==> src/wfg_pkg.sv <==
// ----------------------------------------------------------------------------
// wfg_pkg
// Shared types and constants for the wait-for graph deadlock detector.
// ----------------------------------------------------------------------------
`default_nettype none

package wfg_pkg;

  // default table sizes
  localparam int THREADS_DEF  = 16;
  localparam int HELD_MAX_DEF = 16;

  // resource code meaning "waiting for nothing"
  localparam logic [15:0] NO_WAIT = 16'hFFFF;

  // thread count after reset
  localparam logic [4:0] ACTIVE_RESET = 5'd16;

  // operation codes
  typedef enum logic [1:0] {
    FUNC_SET_WAIT    = 2'd0,
    FUNC_ADD_HELD    = 2'd1,
    FUNC_REMOVE_HELD = 2'd2,
    FUNC_DETECT      = 2'd3
  } func_t;

  // result status codes
  typedef enum logic [1:0] {
    ST_OK         = 2'd0,
    ST_FULL       = 2'd1,
    ST_NOT_FOUND  = 2'd2,
    ST_BAD_THREAD = 2'd3
  } status_t;

  // controller states
  typedef enum logic [3:0] {
    S_IDLE,
    S_DECODE,
    S_RM_READ,
    S_RM_CMP,
    S_RM_LAST,
    S_RM_MOVE,
    S_SWEEP,
    S_DRAIN,
    S_CLOSE_INIT,
    S_CLOSE,
    S_FINISH
  } state_t;

  // controller to datapath commands
  typedef struct packed {
    logic    take;
    logic    write_wait;
    logic    add_held;
    logic    rm_next;
    logic    rm_hit;
    logic    rm_move;
    logic    sweep_start;
    logic    sweep_step;
    logic    close_init;
    logic    close_step;
    logic    set_res;
    status_t res_st;
    logic    res_dl;
    logic    finish;
  } wfg_cmd_t;

  // datapath to controller status
  typedef struct packed {
    func_t func;
    logic  bad;
    logic  full;
    logic  empty;
    logic  match;
    logic  col_last;
    logic  sweep_last;
    logic  reach_stable;
    logic  out_free;
  } wfg_stat_t;

endpackage

`default_nettype wire

==> src/wfg_ctrl.sv <==
// ----------------------------------------------------------------------------
// wfg_ctrl
// Sequencer for table updates, held-list removal and deadlock detection.
// ----------------------------------------------------------------------------
`default_nettype none

module wfg_ctrl (
  input  logic               clk,
  input  logic               rst,
  input  logic               in_valid,
  input  wfg_pkg::wfg_stat_t stat,
  output wfg_pkg::wfg_cmd_t  cmd
);
  import wfg_pkg::*;

  state_t state;
  state_t state_next;

  // state register
  always_ff @(posedge clk) begin
    if (rst) begin
      state <= S_IDLE;
    end else begin
      state <= state_next;
    end
  end

  // next state
  always_comb begin
    state_next = state;
    unique case (state)
      S_IDLE: begin
        if (in_valid) state_next = S_DECODE;
      end
      S_DECODE: begin
        if (stat.bad) begin
          state_next = S_FINISH;
        end else begin
          unique case (stat.func)
            FUNC_SET_WAIT:    state_next = S_FINISH;
            FUNC_ADD_HELD:    state_next = S_FINISH;
            FUNC_REMOVE_HELD: state_next = stat.empty ? S_FINISH : S_RM_READ;
            FUNC_DETECT:      state_next = S_SWEEP;
            default:          state_next = S_FINISH;
          endcase
        end
      end
      S_RM_READ:    state_next = S_RM_CMP;
      S_RM_CMP: begin
        if (stat.match) begin
          state_next = S_RM_LAST;
        end else if (stat.col_last) begin
          state_next = S_FINISH;
        end else begin
          state_next = S_RM_READ;
        end
      end
      S_RM_LAST:    state_next = S_RM_MOVE;
      S_RM_MOVE:    state_next = S_FINISH;
      S_SWEEP: begin
        if (stat.sweep_last) state_next = S_DRAIN;
      end
      S_DRAIN:      state_next = S_CLOSE_INIT;
      S_CLOSE_INIT: state_next = S_CLOSE;
      S_CLOSE: begin
        if (stat.reach_stable) state_next = S_FINISH;
      end
      S_FINISH: begin
        if (stat.out_free) state_next = S_IDLE;
      end
      default:      state_next = S_IDLE;
    endcase
  end

  // command outputs
  always_comb begin
    cmd        = '0;
    cmd.res_st = ST_OK;
    unique case (state)
      S_IDLE: cmd.take = 1'b1;
      S_DECODE: begin
        if (stat.bad) begin
          cmd.set_res = 1'b1;
          cmd.res_st  = ST_BAD_THREAD;
        end else begin
          unique case (stat.func)
            FUNC_SET_WAIT: begin
              cmd.write_wait = 1'b1;
              cmd.set_res    = 1'b1;
            end
            FUNC_ADD_HELD: begin
              cmd.set_res = 1'b1;
              if (stat.full) begin
                cmd.res_st = ST_FULL;
              end else begin
                cmd.add_held = 1'b1;
              end
            end
            FUNC_REMOVE_HELD: begin
              if (stat.empty) begin
                cmd.set_res = 1'b1;
                cmd.res_st  = ST_NOT_FOUND;
              end
            end
            FUNC_DETECT: cmd.sweep_start = 1'b1;
            default: ;
          endcase
        end
      end
      S_RM_READ: ;
      S_RM_CMP: begin
        if (stat.match) begin
          cmd.rm_hit = 1'b1;
        end else if (stat.col_last) begin
          cmd.set_res = 1'b1;
          cmd.res_st  = ST_NOT_FOUND;
        end else begin
          cmd.rm_next = 1'b1;
        end
      end
      S_RM_LAST: ;
      S_RM_MOVE: begin
        cmd.rm_move = 1'b1;
        cmd.set_res = 1'b1;
      end
      S_SWEEP: cmd.sweep_step = 1'b1;
      S_DRAIN: ;
      S_CLOSE_INIT: cmd.close_init = 1'b1;
      S_CLOSE: begin
        cmd.close_step = 1'b1;
        if (stat.reach_stable) begin
          cmd.set_res = 1'b1;
          cmd.res_dl  = 1'b1;
        end
      end
      S_FINISH: cmd.finish = stat.out_free;
      default: ;
    endcase
  end

endmodule

`default_nettype wire

==> config.mk <==
export PLATFORM = sky130hd
export DESIGN_NAME = wfg_ctrl
export DESIGN_NICKNAME = d
export VERILOG_FILES = /design/src/wfg_pkg.sv /design/src/wfg_ctrl.sv
export SDC_FILE = /design/constraint.sdc
export NUM_CORES = 1
export LEC_CHECK = 0
export BUFFER_PORTS_ARGS = -buffer_cell sky130_fd_sc_hd__buf_2
export CORE_AREA = 2 2 39 41
export CTS_CLUSTER_SIZE = 14
export DETAILED_ROUTE_END_ITERATION = 16
export DIE_AREA = 0 0 41 43
export GPL_ROUTABILITY_DRIVEN = 1
export PLACE_DENSITY = 0.78
export REMOVE_ABC_BUFFERS = 1
export SLEW_MARGIN = 10
export SYNTH_ARGS = -nofsm -noshare
export SYNTH_HDL_FRONTEND = slang
export SYNTH_SLANG_ARGS = --single-unit
==> constraint.sdc <==
create_clock -name clk -period 2.1 [get_ports clk]
set_input_delay 0.42 -clock clk [delete_from_list [all_inputs] [get_ports clk]]
set_output_delay 0.42 -clock clk [all_outputs]
set_load 0.1 [all_outputs]
Word-level counts from Yosys, hierarchy flattened
Index checks and enable logic that the tools add are counted.
- register bits after elaboration: 4
- output and inout port bits: 15
- logic and storage cells: 61
- equal/unequal tests: 17
- muxes and demuxes: 39
- reduce and logical (&&, ||, !) cells: 4
- operators with widths (cell ; number):
    one-hot mux 4 bit (11 select lines) ; 1
    two-way mux 4 bit ; 8
    two-way mux 1 bit ; 18
    equality test 4 x 3 -> 1 bit (second input constant) ; 4
    equality test 4 bit (second input constant) ; 3
    two-way mux 3 bit ; 4
    one-hot mux 4 bit (3 select lines) ; 1
    equality test 4 x 2 -> 1 bit (second input constant) ; 2
    != test 2 bit (second input constant) ; 4
    one-hot mux 2 bit (2 select lines) ; 2
    two-way mux 2 bit ; 3
    equality test 2 bit (second input constant) ; 2
    equality test 4 x 1 -> 1 bit (second input constant) ; 1
    zero test 4 bit ; 1
    one-hot mux 1 bit (4 select lines) ; 1
    AND reduction 4 bit ; 1
    equality test 2 x 1 -> 1 bit (second input constant) ; 1
    zero test 2 bit ; 1
    one-hot mux 1 bit (2 select lines) ; 1
    OR reduction 2 bit ; 1

Longest topological paths before layout
- depth after elaboration: 5
- depth in mapped cells: 6

Worst setup path before layout
No wires, ideal clock.
- path kind: reg2out
- from: register state[3]
- to: output port cmd[12] (netlist name)
- arrival time: 4.061 ns
- data required time: 1.680 ns
- path slack: -2.381 ns
- stages on the path, launching flop included: 4
- cell sequence: dfxtp_1 -> buf_6 -> or4b_4 -> nor4b_1
- RTL lines (element ; line ; source):
    from (decl) ; wfg_ctrl.sv:16 ; state_t state;
    from (signal assigned) ; wfg_ctrl.sv:24 ; state <= state_next;
    to (decl) ; wfg_ctrl.sv:12 ; output wfg_pkg::wfg_cmd_t cmd

==> reports/qor.csv <==
stage,metric,value,unit
grt,total gr overflow,0,
layout,layout cell share with drive strength beyond 1,50.0,%
grt,grt met1 use,22.3,%
power_and_ir_drop,Clk pwr share,8.3,%
detailed_routing,DRT iter0 DRCs,15,
detailed_routing,DR WL/cell,13.4,um
layout,final net count,122,
timing,max-slew violations,0,
grt,largest net degree at the start of global routing,10,
detailed_routing,Antenna Violating Nets Remaining,0,
power_and_ir_drop,Logic pwr share,79.9,%
worst_hold_path,Worst Hold Depth,2,
grt,global-route wire length before repair,2.55,mm
flow_run,max_cap viols,0,
detailed_routing,routed vias,634,
layout,top flop regs,state (4),
critical_path,CP Max Fanout,5,
critical_path,WP data arrival,1.73,ns
clock_network,Clock transition at path regs,0.04,ns
clock_network,CTS Buf Count,3,
grt,all-layer global routing usage,21.2,%
clock_network,Hold Buf Count CTS,0,
clock_network,total clock sinks,4,
grt,most used routing layer,met2,
logic_synthesis,Synth Register Bits,4,
critical_path,CP Class,reg2out,
logic_synthesis,Synth top area share,15.0,%
timing,FMAX,466,MHz
logic_synthesis,synth top area cells,"dfxtp_1 15%, ha_1 12%, nor2_1 7.0%, o2bb2ai_4 5.1%, and2_1 4.7%",
run_status,outcome,finished with violations,
power_and_ir_drop,Tot Pwr,0.00121,W
power_and_ir_drop,Static Leak,0.421,nW
logic_synthesis,Mapped Cells,67,
floorplanning,Die Span Y,43,um
place,PortBufs,27,
logic_synthesis,Synth cell types,31,
floorplanning,Die ar.,1760,sq um
place,Area after DPL,847,sq um
layout,ant diodes,0,
critical_path,Reg2Reg Depth,5,
floorplanning,Starting Density,38.7,%
critical_path,startpoint types,flop,
floorplanning,Core ar.,1380,sq um
floorplanning,Die X,41,um
layout,"most common cell after layout, fill and taps aside",buf_2,
power_and_ir_drop,Pint,0.000491,W
grt,met3 usage,4.19,%
place,Post-DP HPWL,1.25,mm
timing,Least-Margin Pin Slew,0.458,ns
layout,final instance area,918,sq um
logic_synthesis,sequential share of the synthesized area,15.0,%
critical_path,CP Data Required Time,1.68,ns
logic_synthesis,number of synthesis warnings,0,
worst_hold_path,Hold/Removal Path Class,in2reg,
power_and_ir_drop,pwr dens,1310,nW/um^2
timing,clk_skew,0.00237,ns
floorplanning,IO Count,28,
detailed_routing,Detailed Routing Iterations Pass 1,4,
clock_network,clock latency on the worst-skew pair,0.24,ns
power_and_ir_drop,Psw,0.000716,W
detailed_routing,DRC,0,
place,Routability Congestion,0.797,
detailed_routing,via/cell ratio,5.37,
grt,met2 global-route usage,36.3,%
timing,minimum clock period,2.15,ns
clock_network,H-tree levels,1,
logic_synthesis,Syn Std Cell Area,536,sq um
timing,setup ws final,-0.0474,ns
layout,Largest register FFs,4,
power_and_ir_drop,Sw Ratio,59.3,%
clock_network,CTS root buf,clkbuf_4,
run_status,failing checks,negative setup slack,
logic_synthesis,syn avg cell area,7.99,sq um
clock_network,CTS tree,done,
grt,vias in the first global route,625,
floorplanning,row count,14,
power_and_ir_drop,Max VDD drop,703,uV
layout,Synth-to-Final Area Change,71.5,%
power_and_ir_drop,Reg power frac,11.8,%
timing,final hold violation count,0,
layout,"commonest non-fill, non-tap cells in the layout","18 x buf_2, 10 x nor2_1, 8 x buf_12, 8 x buf_4, 5 x ha_1",
timing,RSZ-0062 raised after global routing,true,
timing,slew margin rel.,69.1,%
grt,initial antenna violation count,0,
timing,fin crit share,102,%
timing,Final setup viols,3,
logic_synthesis,top cell type by total area after synthesis,dfxtp_1,
critical_path,crit end category,output pin,
detailed_routing,DRT Wirelength,1.58,mm
clock_network,CTS max path bufs,2,
layout,Largest Register,state,
-- critical path, cell delays in order, from the launching register on --
cell     delay (ns)
dfxtp_2        0.32
or4b_4         0.58
nor4b_4        0.24
buf_4          0.16
buf_12         0.16
-- power groups by stage --
stage,Clock [W],Combinational [W],Sequential (W)
final,0.000100,0.000965,0.000142
after global routing,0.000110,0.00101,0.000147
after CTS,0.000101,0.000953,0.000142
after global placement,0,0.000923,0.000134
after floorplan,0,0.000602,0.000158
after detailed placement,0,0.000930,0.000136
-- per-layer routing --
layer  share of wire [%]  vias to the layer above  routed length [um]
li1                    -                      318                   -
met1                  36                      293                 576
met2                  55                       19                 866
met3                 6.7                        4                 106
met4                 2.0                        0                  31
met5                   0                        -                   0
-- cells by family (layout without fill, tap and decap cells) --
| kind of cell | Yosys count | after routing | share of synthesized area [%] |
|---|---|---|---|
| DFF | 4 | 4 | 15.0 |
| AOI/OAI and AO/OA | 18 | 18 | 28.5 |
| buffers and inverters | 7 | 42 | 7.24 |
| adders and majority gates | 5 | 5 | 11.7 |
| and+or+nand+nor | 33 | 33 | 37.6 |
-- per-stage QoR --
stage / TNS, ns / hold WS, ns / cells / utilization [%] / setup slack [ns]
2_1_floorplan: -10.03 / 0.488 / 64 / - / -2.47
3_3_place_gp: 0 / 0.551 / 113 / 61.2 / 0.114
3_5_place_dp: 0 / 0.571 / 113 / 61.2 / 0.0987
4_1_cts: -0.0445 / 0.393 / 118 / 64.7 / -0.0256
5_1_grt: -0.342 / 0.398 / 118 / 66.4 / -0.0930
6_report: -0.116 / 0.396 / 118 / 66.4 / -0.0474
-- area by class of cell --
class | instances | area (sq um)
Inverter | 4 | 15.0
Multi-Input combinational cell | 56 | 440
Timing Repair Buffer | 35 | 335
Sequential cell | 4 | 85.1
Fill cell | 127 | 465
Clock buffer | 3 | 22.5
Tap cell | 16 | 20.0
-- timing repair --
item,in CTS,in global routing
resized for setup,6,4
setup buffers,2,0
pin swaps,3,1
hold endpoints to repair,0,0
endpoints found under the setup margin,4,5
-- final timing paths --
| path | slack [ns] | startpoint | end |
|---|---|---|---|
| max reg2reg | 0.44 | state[3] | state[3] |
| min reg2reg | 0.55 | state[1] | state[1] |
| max | -0.05 | state[3] | cmd[12] |
| min | 0.40 | rst | state[0] |
-- synth_stat cells --
cell type and number:
inv_1 4, o41ai_1 1, a21oi_1 4, o21ai_0 4, or4b_4 1, nand4b_1 1, nand2b_1 4, a31oi_1 1
o32a_1 1, o2bb2ai_4 1, buf_6 1, nor4_1 1, a311oi_2 1, ha_1 5, a211oi_2 1, and2_1 4
buf_2 1, nor2_1 10, nor2b_1 3, nor4b_1 1, a311oi_1 1, or2_2 1, nor3_1 3, and4bb_2 1
a221oi_1 1, dfxtp_1 4, and3b_1 1, buf_4 1, a211oi_1 2, nand4bb_1 1, nand2_1 1
(Power assumes the default switching activity.)
